==> src/hdl/gdps_pkg.sv <==
// ----------------------------------------------------------------------------
// gdps_pkg: shared definitions for greedy disjoint pivot selection
// widths, reset defaults and the link record passed along the slot chain
// ----------------------------------------------------------------------------
package gdps_pkg;

    localparam int MAX_PICKS_DEF  = 32;
    localparam int INDEX_BITS_DEF = 16;

    localparam int WEIGHT_W  = 32;
    localparam int IDX_IN_W  = 16;
    localparam int SUM_W     = 48;
    localparam int POS_W     = 16;
    localparam int CNT_OUT_W = 6;
    localparam int CFG_W     = 6;

    localparam logic [CFG_W-1:0] CFG_RESET = 6'd32;

    // token walking down the chain with the collision seen so far
    typedef struct packed {
        logic tok;
        logic hit;
    } link_t;

endpackage

==> src/hdl/gdps_cell.sv <==
// ----------------------------------------------------------------------------
// gdps_cell: one slot of the selected pair store
// holds one (row, col) pair, checks the candidate against it and hands the
// token with its running collision flag to the next slot
// ----------------------------------------------------------------------------
module gdps_cell #(
    parameter int INDEX_BITS = gdps_pkg::INDEX_BITS_DEF,
    parameter int CNT_W      = 6,
    parameter int SLOT       = 0
) (
    input  logic                  clk,
    input  logic                  rst_n,
    input  gdps_pkg::link_t       link_in,
    output gdps_pkg::link_t       link_out,
    input  logic [INDEX_BITS-1:0] cand_p,
    input  logic [INDEX_BITS-1:0] cand_q,
    input  logic [CNT_W-1:0]      count,
    input  logic                  wr_en
);

    logic [INDEX_BITS-1:0] row_reg;
    logic [INDEX_BITS-1:0] col_reg;
    gdps_pkg::link_t       link_reg;
    gdps_pkg::link_t       link_next;
    logic                  in_use;
    logic                  match;

    // slot holds a pair of the current stream only below the fill count
    assign in_use = count > CNT_W'(SLOT);
    assign match  = (cand_p == row_reg) || (cand_p == col_reg) ||
                    (cand_q == row_reg) || (cand_q == col_reg);

    always_comb
    begin
        link_next.tok = link_in.tok;
        link_next.hit = link_in.hit | (link_in.tok & in_use & match);
    end

    always_ff @(posedge clk or negedge rst_n)
    begin
        if (!rst_n)
        begin
            link_reg <= '0;
        end
        else
        begin
            link_reg <= link_next;
        end
    end

    always_ff @(posedge clk)
    begin
        if (wr_en && (count == CNT_W'(SLOT)))
        begin
            row_reg <= cand_p;
            col_reg <= cand_q;
        end
    end

    assign link_out = link_reg;

endmodule

==> src/hdl/greedy_disjoint_pivot_select.sv <==
// ----------------------------------------------------------------------------
// greedy_disjoint_pivot_select: greedy non-colliding pivot pair selection
// picks weight-sorted (p, q) pairs that share no index with earlier picks
// ----------------------------------------------------------------------------
// One candidate beat is taken at a time and yields one result beat. The
// candidate is held in an input register while a token walks down a chain
// of MAX_PICKS slot cells, one cell per cycle, each cell checking the pair
// it stores and passing the collision flag on. Once the token leaves the
// last cell the decision commits, waiting while the previous result still
// sits in the output register, and only then is the next input beat taken.
// The result register is separate, so a new candidate is accepted while a
// finished result still waits. The pair store has no reset: only slots
// below the fill count of the current stream are compared. max_picks must
// be written only while idle.
// ----------------------------------------------------------------------------
module greedy_disjoint_pivot_select #(
    parameter int MAX_PICKS  = gdps_pkg::MAX_PICKS_DEF,
    parameter int INDEX_BITS = gdps_pkg::INDEX_BITS_DEF
) (
    input  logic                                 clk,
    input  logic                                 rst_n,
    // configuration
    input  logic                                 cfg_we,
    input  logic [gdps_pkg::CFG_W-1:0]           cfg_wdata,
    // candidate channel
    input  logic                                 in_valid,
    output logic                                 in_ready,
    input  logic signed [gdps_pkg::WEIGHT_W-1:0] weight,
    input  logic                                 weight_invalid,
    input  logic [gdps_pkg::IDX_IN_W-1:0]        row_index,
    input  logic [gdps_pkg::IDX_IN_W-1:0]        col_index,
    input  logic                                 last_entry,
    // result channel
    output logic                                 out_valid,
    input  logic                                 out_ready,
    output logic                                 accepted,
    output logic [gdps_pkg::POS_W-1:0]           entry_position,
    output logic [gdps_pkg::CNT_OUT_W-1:0]       picked_count,
    output logic                                 finished,
    output logic signed [gdps_pkg::SUM_W-1:0]    positive_sum,
    output logic signed [gdps_pkg::SUM_W-1:0]    negative_sum
);

    localparam int SUM_W    = gdps_pkg::SUM_W;
    localparam int WEIGHT_W = gdps_pkg::WEIGHT_W;
    localparam int POS_W    = gdps_pkg::POS_W;
    localparam int CFG_W    = gdps_pkg::CFG_W;
    localparam int CNT_OUT_W = gdps_pkg::CNT_OUT_W;
    localparam int CNT_W    = $clog2(MAX_PICKS + 1);
    // common width for comparing the fill count against the limit
    localparam int LW       = (CNT_W > CFG_W) ? CNT_W : CFG_W;

    typedef enum logic [1:0] {
        ST_IDLE,
        ST_WALK,
        ST_DECIDE
    } state_t;

    state_t state_reg;

    // configuration
    logic [CFG_W-1:0] max_picks_reg;

    // held candidate
    logic signed [WEIGHT_W-1:0] w_reg;
    logic                       inv_reg;
    logic [INDEX_BITS-1:0]      p_reg;
    logic [INDEX_BITS-1:0]      q_reg;
    logic                       last_reg;
    logic                       launch_reg;
    logic                       hit_reg;

    // stream state
    logic [CNT_W-1:0]        count_reg;
    logic [POS_W-1:0]        pos_reg;
    logic                    full_reg;
    logic                    seen_neg_reg;
    logic signed [SUM_W-1:0] pos_acc_reg;
    logic signed [SUM_W-1:0] neg_acc_reg;

    // result register
    logic                    out_valid_reg;
    logic                    acc_out_reg;
    logic [POS_W-1:0]        epos_out_reg;
    logic [CNT_OUT_W-1:0]    cnt_out_reg;
    logic                    fin_out_reg;
    logic signed [SUM_W-1:0] psum_out_reg;
    logic signed [SUM_W-1:0] nsum_out_reg;

    // decision logic
    logic [LW-1:0]           limit;
    logic [LW-1:0]           count_ext;
    logic                    room;
    logic                    take;
    logic                    commit;
    logic                    wr_slot;
    logic [CNT_W-1:0]        count_next;
    logic                    full_next;
    logic                    seen_neg_next;
    logic signed [SUM_W-1:0] w_ext;
    logic signed [SUM_W-1:0] pos_acc_next;
    logic signed [SUM_W-1:0] neg_acc_next;
    logic                    in_beat;

    gdps_pkg::link_t links [0:MAX_PICKS];

    assign in_beat  = in_valid && in_ready;
    assign in_ready = (state_reg == ST_IDLE);

    // effective limit is the smaller of the register and the slot count
    assign limit = (LW'(max_picks_reg) < LW'(MAX_PICKS)) ? LW'(max_picks_reg)
                                                          : LW'(MAX_PICKS);
    assign count_ext = LW'(count_reg);
    assign room      = !full_reg && (count_ext < limit);

    // first pick of a stream needs only room, even when invalid
    assign take = room && ((count_reg == '0) || (!inv_reg && !hit_reg));

    // commit once the result register is free
    assign commit  = (state_reg == ST_DECIDE) && (!out_valid_reg || out_ready);
    assign wr_slot = commit && take;

    assign w_ext = SUM_W'(w_reg);

    always_comb
    begin
        count_next    = count_reg;
        seen_neg_next = seen_neg_reg;
        pos_acc_next  = pos_acc_reg;
        neg_acc_next  = neg_acc_reg;
        if (take)
        begin
            count_next = count_reg + CNT_W'(1);
            if (!inv_reg)
            begin
                // a zero weight is not negative
                seen_neg_next = seen_neg_reg | w_reg[WEIGHT_W-1];
                if (seen_neg_next)
                begin
                    neg_acc_next = neg_acc_reg + w_ext;
                end
                else
                begin
                    pos_acc_next = pos_acc_reg + w_ext;
                end
            end
        end
        full_next = full_reg || (LW'(count_next) >= limit);
    end

    // slot chain: token enters the first cell in the cycle after the beat
    assign links[0].tok = launch_reg;
    assign links[0].hit = 1'b0;

    for (genvar i = 0; i < MAX_PICKS; i++)
    begin : g_cell
        gdps_cell #(
            .INDEX_BITS (INDEX_BITS),
            .CNT_W      (CNT_W),
            .SLOT       (i)
        ) u_cell (
            .clk      (clk),
            .rst_n    (rst_n),
            .link_in  (links[i]),
            .link_out (links[i+1]),
            .cand_p   (p_reg),
            .cand_q   (q_reg),
            .count    (count_reg),
            .wr_en    (wr_slot)
        );
    end

    // held candidate payload
    always_ff @(posedge clk)
    begin
        if (in_beat)
        begin
            w_reg    <= weight;
            inv_reg  <= weight_invalid;
            p_reg    <= row_index[INDEX_BITS-1:0];
            q_reg    <= col_index[INDEX_BITS-1:0];
            last_reg <= last_entry;
        end
        if (links[MAX_PICKS].tok)
        begin
            hit_reg <= links[MAX_PICKS].hit;
        end
    end

    // control, stream state and result beat
    always_ff @(posedge clk or negedge rst_n)
    begin
        if (!rst_n)
        begin
            state_reg     <= ST_IDLE;
            max_picks_reg <= gdps_pkg::CFG_RESET;
            launch_reg    <= 1'b0;
            count_reg     <= '0;
            pos_reg       <= '0;
            full_reg      <= 1'b0;
            seen_neg_reg  <= 1'b0;
            pos_acc_reg   <= '0;
            neg_acc_reg   <= '0;
            out_valid_reg <= 1'b0;
            acc_out_reg   <= 1'b0;
            epos_out_reg  <= '0;
            cnt_out_reg   <= '0;
            fin_out_reg   <= 1'b0;
            psum_out_reg  <= '0;
            nsum_out_reg  <= '0;
        end
        else
        begin
            if (cfg_we)
            begin
                max_picks_reg <= cfg_wdata;
            end
            launch_reg <= in_beat;
            // result beat stays until taken, reloaded on commit
            out_valid_reg <= commit || (out_valid_reg && !out_ready);
            unique case (state_reg)
                ST_IDLE:
                begin
                    if (in_beat)
                    begin
                        state_reg <= ST_WALK;
                    end
                end
                ST_WALK:
                begin
                    // token left the last slot: collision flag is final
                    if (links[MAX_PICKS].tok)
                    begin
                        state_reg <= ST_DECIDE;
                    end
                end
                ST_DECIDE:
                begin
                    if (commit)
                    begin
                        state_reg    <= ST_IDLE;
                        acc_out_reg  <= take;
                        epos_out_reg <= pos_reg;
                        cnt_out_reg  <= CNT_OUT_W'(count_next);
                        fin_out_reg  <= full_next || last_reg;
                        psum_out_reg <= pos_acc_next;
                        nsum_out_reg <= neg_acc_next;
                        if (last_reg)
                        begin
                            // end of stream: back to an empty selection
                            count_reg    <= '0;
                            pos_reg      <= '0;
                            full_reg     <= 1'b0;
                            seen_neg_reg <= 1'b0;
                            pos_acc_reg  <= '0;
                            neg_acc_reg  <= '0;
                        end
                        else
                        begin
                            count_reg    <= count_next;
                            pos_reg      <= pos_reg + POS_W'(1);
                            full_reg     <= full_next;
                            seen_neg_reg <= seen_neg_next;
                            pos_acc_reg  <= pos_acc_next;
                            neg_acc_reg  <= neg_acc_next;
                        end
                    end
                end
                default:
                begin
                    state_reg <= ST_IDLE;
                end
            endcase
        end
    end

    assign out_valid      = out_valid_reg;
    assign accepted       = acc_out_reg;
    assign entry_position = epos_out_reg;
    assign picked_count   = cnt_out_reg;
    assign finished       = fin_out_reg;
    assign positive_sum   = psum_out_reg;
    assign negative_sum   = nsum_out_reg;

endmodule

==> config.mk <==
export PLATFORM = sky130hd
export DESIGN_NAME = greedy_disjoint_pivot_select
export DESIGN_NICKNAME = d
export VERILOG_FILES = /design/src/hdl/gdps_pkg.sv /design/src/hdl/gdps_cell.sv /design/src/hdl/greedy_disjoint_pivot_select.sv
export SDC_FILE = /design/constraint.sdc
export NUM_CORES = 2
export LEC_CHECK = 0
export ABC_AREA = 1
export BUFFER_PORTS_ARGS = -buffer_cell sky130_fd_sc_hd__buf_2
export CAP_MARGIN = 20
export CORE_MARGIN = 5
export CORE_UTILIZATION = 39
export CTS_CLUSTER_SIZE = 14
export DETAILED_ROUTE_END_ITERATION = 16
export PLACE_DENSITY_LB_ADDON = 0.12
export SYNTH_ARGS = -nofsm -noshare
export SYNTH_HDL_FRONTEND = slang
export SYNTH_SLANG_ARGS = --single-unit
==> constraint.sdc <==
create_clock -name clk -period 5.15 [get_ports clk]
set_input_delay 1.03 -clock clk [delete_from_list [all_inputs] [get_ports clk]]
set_output_delay 1.03 -clock clk [all_outputs]
set_load 0.02 [all_outputs]
=== Word level (Yosys, flattened, before mapping) ===
Cells that the tools add are included.

* Bits in registers: 1405
* Input port bits: 77
* Output and inout port bits: 122

* Add/subtract/negate cells: 4
* Order comparisons: 35
* Equality and inequality tests: 165
* Multiplexer cells: 20
* Bitwise operators: 96
* Reductions and logical operators: 151

{| class="wikitable"
|+ Operators with widths
! cell !! count
|-
| 16-bit equality test || 128
|-
| 48-bit 2-to-1 mux || 8
|-
| 1-bit logical OR || 101
|-
| 48-bit by 32-bit adder with 48-bit output || 2
|-
| 6-bit by 5-bit equality test with 1-bit output, second input constant || 16
|-
| 6-bit by 5-bit > comparator with 1-bit output, second input constant || 16
|-
| 1-bit bitwise AND || 64
|-
| 6-bit by 4-bit equality test with 1-bit output, second input constant || 8
|-
| 6-bit by 4-bit > comparator with 1-bit output, second input constant || 8
|-
| 1-bit logical AND || 39
|-
| 1-bit bitwise OR || 32
|-
| 6-bit by 3-bit equality test with 1-bit output, second input constant || 4
|-
| 6-bit by 3-bit > comparator with 1-bit output, second input constant || 4
|-
| 6-bit 2-to-1 mux || 3
|-
| 16-bit by 1-bit adder with 16-bit output, second input constant || 1
|-
| 16-bit 2-to-1 mux || 1
|-
| 6-bit by 2-bit equality test with 1-bit output, second input constant || 2
|-
| 6-bit by 1-bit > comparator with 1-bit output, second input constant || 2
|-
| 6-bit by 2-bit > comparator with 1-bit output, second input constant || 2
|-
| 6-bit by 1-bit adder with 6-bit output, second input constant || 1
|-
| 6-bit by 1-bit equality test with 1-bit output, second input constant || 1
|-
| 6-bit greater-or-equal comparator || 1
|-
| 6-bit zero test || 1
|-
| 6-bit < comparator || 1
|-
| other kinds (14) || 25
|}

=== Longest topological paths before layout ===
* Depth in word-level cells: 9
* Mapped depth: 20
* Gate-level depth less buffers: 20

=== By module ===
Synthesis repeated with hierarchy kept, for this count alone.

* Cell total of the unflattened synthesis: 13497
* Area total of the unflattened synthesis: 91267.5 µm²

{| class="wikitable"
|+ By module, submodules not included
! module !! instances !! cells each !! area an instance (µm²)
|-
| greedy_disjoint_pivot_select || 1 || 3194 || 21326.7
|-
| gdps_cell (g_cell[12].u_cell ...) || 3 || 322 || 2187.1
|-
| gdps_cell (g_cell[21].u_cell ...) || 2 || 322 || 2188.3
|-
| gdps_cell (g_cell[2].u_cell ...) || 2 || 323 || 2188.3
|-
| gdps_cell (g_cell[17].u_cell ...) || 2 || 322 || 2183.3
|-
| gdps_cell (g_cell[19].u_cell ...) || 2 || 321 || 2183.3
|-
| gdps_cell (g_cell[11].u_cell ...) || 2 || 320 || 2179.6
|-
| gdps_cell (g_cell[23].u_cell ...) || 2 || 320 || 2174.6
|-
| gdps_cell (g_cell[20].u_cell) || 1 || 328 || 2210.9
|-
| gdps_cell (g_cell[18].u_cell) || 1 || 326 || 2202.1
|-
| gdps_cell (g_cell[10].u_cell) || 1 || 325 || 2197.1
|-
| gdps_cell (g_cell[26].u_cell) || 1 || 323 || 2197.1
|-
| gdps_cell (g_cell[30].u_cell) || 1 || 324 || 2195.9
|-
| gdps_cell (g_cell[22].u_cell) || 1 || 325 || 2194.6
|-
| +11 rows || n/a || n/a || n/a
|}

=== Worst setup path before layout ===
Ideal clock, no wire load.

* Kind: register to register
* From: register max_picks_reg[5]
* To: register g_cell[30].u_cell.col_reg[0] (enable)
* Setup time: 0.501 ns
* Arrival: 4.771 ns
* Setup slack: -0.123 ns
* Stages on the path, launching flop included: 9
* Buffers on the path: 0
* Cells stage by stage: dfstp_2 -> inv_1 -> ha_1 -> a21oi_1 -> o21a_1 -> nand4_4 -> nor2_1 -> inv_2 -> nor4_1

* Cells in the longest elaborated chain, start to end: 7

{| class="wikitable"
|+ Ends and longest elaborated chain
! element !! RTL line !! source
|-
| from (decl) || greedy_disjoint_pivot_select.sv:62 || <nowiki>logic [CFG_W-1:0] max_picks_reg;</nowiki>
|-
| from (signal assigned) || greedy_disjoint_pivot_select.sv:196 || <nowiki>max_picks_reg <= gdps_pkg::CFG_RESET;</nowiki>
|-
| from (signal assigned) || greedy_disjoint_pivot_select.sv:216 || <nowiki>max_picks_reg <= cfg_wdata;</nowiki>
|-
| 6-bit < comparator || greedy_disjoint_pivot_select.sv:111 || <nowiki>assign limit = (LW'(max_picks_reg) < LW'(MAX_PICKS)) ? LW'(max_picks_reg)</nowiki>
|-
| 6-bit 2-to-1 mux (*) || greedy_disjoint_pivot_select.sv:111 ||
|-
| 6-bit < comparator (*) || greedy_disjoint_pivot_select.sv:114 || <nowiki>assign room = !full_reg && (count_ext < limit);</nowiki>
|-
| 1-bit logical AND (*) || greedy_disjoint_pivot_select.sv:114 ||
|-
| 1-bit logical AND (*) || greedy_disjoint_pivot_select.sv:117 || <nowiki>assign take = room && ((count_reg == '0) || (!inv_reg && !hit_reg));</nowiki>
|-
| 1-bit logical AND (*) || greedy_disjoint_pivot_select.sv:121 || <nowiki>assign wr_slot = commit && take;</nowiki>
|-
| 1-bit logical AND (*) || gdps_cell.sv:53 || <nowiki>if (wr_en && (count == CNT_W'(SLOT)))</nowiki>
|-
| to (signal assigned) || gdps_cell.sv:56 || <nowiki>col_reg <= cand_q;</nowiki>
|-
| to (decl) || gdps_cell.sv:22 || <nowiki>logic [INDEX_BITS-1:0] col_reg;</nowiki>
|}

Every way passes the cells marked *; elsewhere a longest branch is shown, timed or not.
A chain may end at the register's enable or synchronous reset.

=== Worst setup path in the final report ===
* From: register count_reg[1] (netlist: count_ext[1])
* To: register g_cell[7].u_cell.col_reg[15] (enable)

* Cells in the longest elaborated chain, start to end: 5
* Elaborated cells on any way between the ends: 8

{| class="wikitable"
|+ Ends and longest elaborated chain
! element !! RTL line !! source
|-
| from (decl) || greedy_disjoint_pivot_select.sv:74 || <nowiki>logic [CNT_W-1:0] count_reg;</nowiki>
|-
| from (signal assigned) || greedy_disjoint_pivot_select.sv:260 || <nowiki>count_reg <= count_next;</nowiki>
|-
| 6-bit < comparator / 6-bit zero test (equally long branches) || greedy_disjoint_pivot_select.sv:114, greedy_disjoint_pivot_select.sv:117 ||
|-
| 1-bit logical AND / 1-bit logical OR (equally long branches) || greedy_disjoint_pivot_select.sv:114, greedy_disjoint_pivot_select.sv:117 ||
|-
| 1-bit logical AND || greedy_disjoint_pivot_select.sv:117 ||
|-
| 1-bit logical AND || greedy_disjoint_pivot_select.sv:121 ||
|-
| 1-bit logical AND (*) || gdps_cell.sv:53 ||
|-
| to (signal assigned) || gdps_cell.sv:56 ||
|-
| to (decl) || gdps_cell.sv:22 ||
|}

Marks and branches as above.

==> results.txt <==
DR WL met3 -> 14400 um
GRT Overall Usage -> 25.0%
Area contributors post-synth -> edfxtp_1, xnor2_1, dfrtp_1
Mapped Area -> 0.0804 sq mm
Crit-path slowest cell -> nand2_1
Max-slew violation count -> 0
Vias in the first global route -> 60400
Non-Filler Instances -> 11700
DRT met1 WL -> 122000 um
Worst stage delay on the critical path -> 0.69 ns
Gate power share -> 31.2%
Final Setup Violations -> 0
Max cap viols -> 0
RSZ-0062 raised after global routing -> no
Slew @ Worst Pin -> 1.15 ns
Placed cell areas -> 0.0851 sq mm
Final WL -> 277000 um
Prevailing post-synth register cell -> edfxtp_1
Min-Delay Path Class -> in2async
Initial DRC count -> 4820
Crit-path max FO -> 24
Post-synth ARST share -> 22.3%
First-pass GRT wire length -> 402000 um
Wirelength per Cell -> 23.7 um
Postcts setup bufs -> 0
Finished layout cell area -> 0.0906 sq mm
Max_slew headroom -> 23.5%
Post-synth net total -> 8904
Worst setup EP type -> register
Die W -> 464 um
Status -> completed
Die Area -> 0.215 sq mm
Critical path startpoint category -> register
Average size of a mapped cell -> 9.23 sq um
Worst Path Arrival -> 4.74 ns
Reg clk slew, reported paths -> 0.06 ns
Worst path cell trace -> clkinv_1 -> ha_1 -> nand2_2 -> o21ai_2 -> nand4_4 -> nor2_1 -> nand2_1 -> nor2_2 -> buf_4
Int Pwr -> 24.1 mW
Final GP Congestion -> 0.938
TritonCTS clock tree -> done
Fmax -> 235 MHz
NetSw -> 14.0 mW
Minimum clock period after layout -> 4.26 ns
H-tree depth -> 4
Pre-Repair DR Iteration Count -> 5
Crit share post-route -> 82.7%
EDFF count, synth -> 1091
Fin. Hold Viols -> 0
Mapped Cells -> 8714
Leakage -> 35.1 nW
GR Overflow Total -> 0
Fraction of layout cells with a size suffix above 1 -> 9.69%
Antenna-violating nets left -> 0
DRC viols -> 0
IO Count -> 199
FF+latch area -> 0.0406 sq mm
Hold-fix buffers, CTS -> 0
Via density -> 5.26
Synth-to-layout area growth -> 12.7%
Top Metal Used -> met5
Area occupied by multi-input gates -> 0.0356 sq mm
Worst Setup Path Type -> reg2reg
Synth unique cells -> 51
Clock Power Share -> 31.8%
Filler cells -> 19600
Antenna violations before repair -> 11
Yosys reg bits -> 1405
Synth warn -> 0
Clk_skew -> 0.0530 ns
Final nets -> 9068
Clock Tree Root -> clkbuf_16
Sequential power share -> 37.0%
Vias -> 61600
Worst endpoint required time -> 5.63 ns
Maximum clock insertion buffer count -> 3
Num CTS Buffers -> 164
IO Port Bufs -> 198
PwrDens -> 420 mW/mm^2
Die Span Y -> 464 um
Initial Util -> 39.2%
Row Count -> 166
Switching Fraction -> 36.7%
Detailed Place HPWL -> 174000 um
TritonCTS sink count -> 1405
Post-synthesis sequential area ratio -> 50.5%
Post-CTS resize count -> 0
Largest net degree at the start of global routing -> 157
Core Footprint -> 0.205 sq mm
Yosys top cell area share -> 40.7%
Area leader, netlist -> edfxtp_1
Clock latency on the worst-skew pair -> 0.84 ns
Inst Count DP -> 11400
Metal2 WL -> 129000 um
Max VDD drop -> 376 uV
worst paths after layout:
kind                                                from                            end  slack, ns  depth (start not counted)
hold reg to reg            g_cell[23].u_cell.link_out[1]  g_cell[24].u_cell.link_out[1]       0.36                          0
max in group asynchronous                          rst_n                pos_acc_reg[34]       3.85                          2
setup / recovery                            count_ext[1]   g_cell[7].u_cell.col_reg[15]       0.89                          9
hold / removal                                     rst_n               negative_sum[47]       0.22                          1
min in group clk           g_cell[23].u_cell.link_out[1]  g_cell[24].u_cell.link_out[1]       0.36                          0
setup reg to reg                            count_ext[1]   g_cell[7].u_cell.col_reg[15]       0.89                          9
layout by cell type (no fill, tap or decap), drive strengths merged, types with 69 or more instances in the layout:
cell type / synthesis / final
clkbuf: 156 / 214
buf: 194 / 348
or2: 218 / 218
nand3: 386 / 386
nor3: 216 / 216
clkinv: 6 / 69
edfxtp: 1091 / 1091
nor2: 789 / 789
nand2: 2002 / 2002
nand4: 363 / 363
xor2: 327 / 327
dfrtp: 313 / 313
inv: 739 / 746
a21oi: 244 / 244
o21ai: 153 / 153
xnor2: 1199 / 1199
ha: 111 / 111
logic make-up after synthesis:
group	after synthesis	synth area share, %
adders and majority gates	113	1.78
muxes	4	0.0560
and+or+nand+nor	4051	22.0
buffers and inverters	1095	5.38
DFF	1405	50.5
AOI/OAI and AO/OA	520	3.64
xor gates and xnor gates	1526	16.6
cells in the mapped netlist (13+ instances only):
library cell	number
a21boi_1	36
a21oi_1	244
buf_1	48
buf_2	135
clkbuf_1	156
dfrtp_1	313
edfxtp_1	1091
ha_1	111
inv_1	732
nand2_1	2001
nand3_1	386
nand3b_1	15
nand4_1	362
nor2_1	783
nor3_1	216
nor3b_1	13
nor4_1	42
o2111ai_1	14
o21ai_0	134
o21ai_1	18
o21bai_1	33
or2_2	218
xnor2_1	1199
xor2_1	327
worst max-delay path, delay by kind of cell (launching register included):
family	cells	cell delay, ns
flops	1	0.51
fa+ha+maj	1	0.39
simple gates	5	2.20
buf+inv	2	0.66
compound gates	1	0.13
metrics by stage:
step | power [mW] | utilization, % | setup TNS [ns] | setup WS (ns) | hold WS, ns
after global placement | 26.0 | 41.5 | 0 | 1.08 | 0.357
final | 38.0 | 44.2 | 0 | 0.889 | 0.223
after global routing | 39.9 | 44.2 | 0 | 0.665 | 0.269
after detailed placement | 26.1 | 41.5 | 0 | 1.02 | 0.359
after floorplan | 21.7 | - | -11.80 | -0.123 | 0.348
after CTS | 38.3 | 44.2 | 0 | 0.989 | 0.224
routing by layer:
metal  vias up  track usage (%)
li1      28900                -
met1     30300             33.3
met2      1852             41.5
met3       508             3.40
met4         2             9.20
met5         -                0
area by class of cell:
class                      instances  area share (%)
antenna                            1         0.00276
clock buffer                     214            4.88
clock inverter                    93            1.25
inverter                         745            3.09
multi-input combinational       6214            39.3
sequential                      1405            44.8
tap                             2688            3.71
timing repair buffer             348            2.90
power by group through the flow:
stage | Sequential (mW) | Clock (mW) | Combinational, mW
after floorplan | 14.5 | 0 | 7.21
after global placement | 14.3 | 0 | 11.7
after detailed placement | 14.3 | 0 | 11.8
after CTS | 14.1 | 12.3 | 11.9
after global routing | 14.2 | 12.8 | 13.0
final | 14.1 | 12.1 | 11.9
No activity file was read; power rests on OpenSTA's default activity.
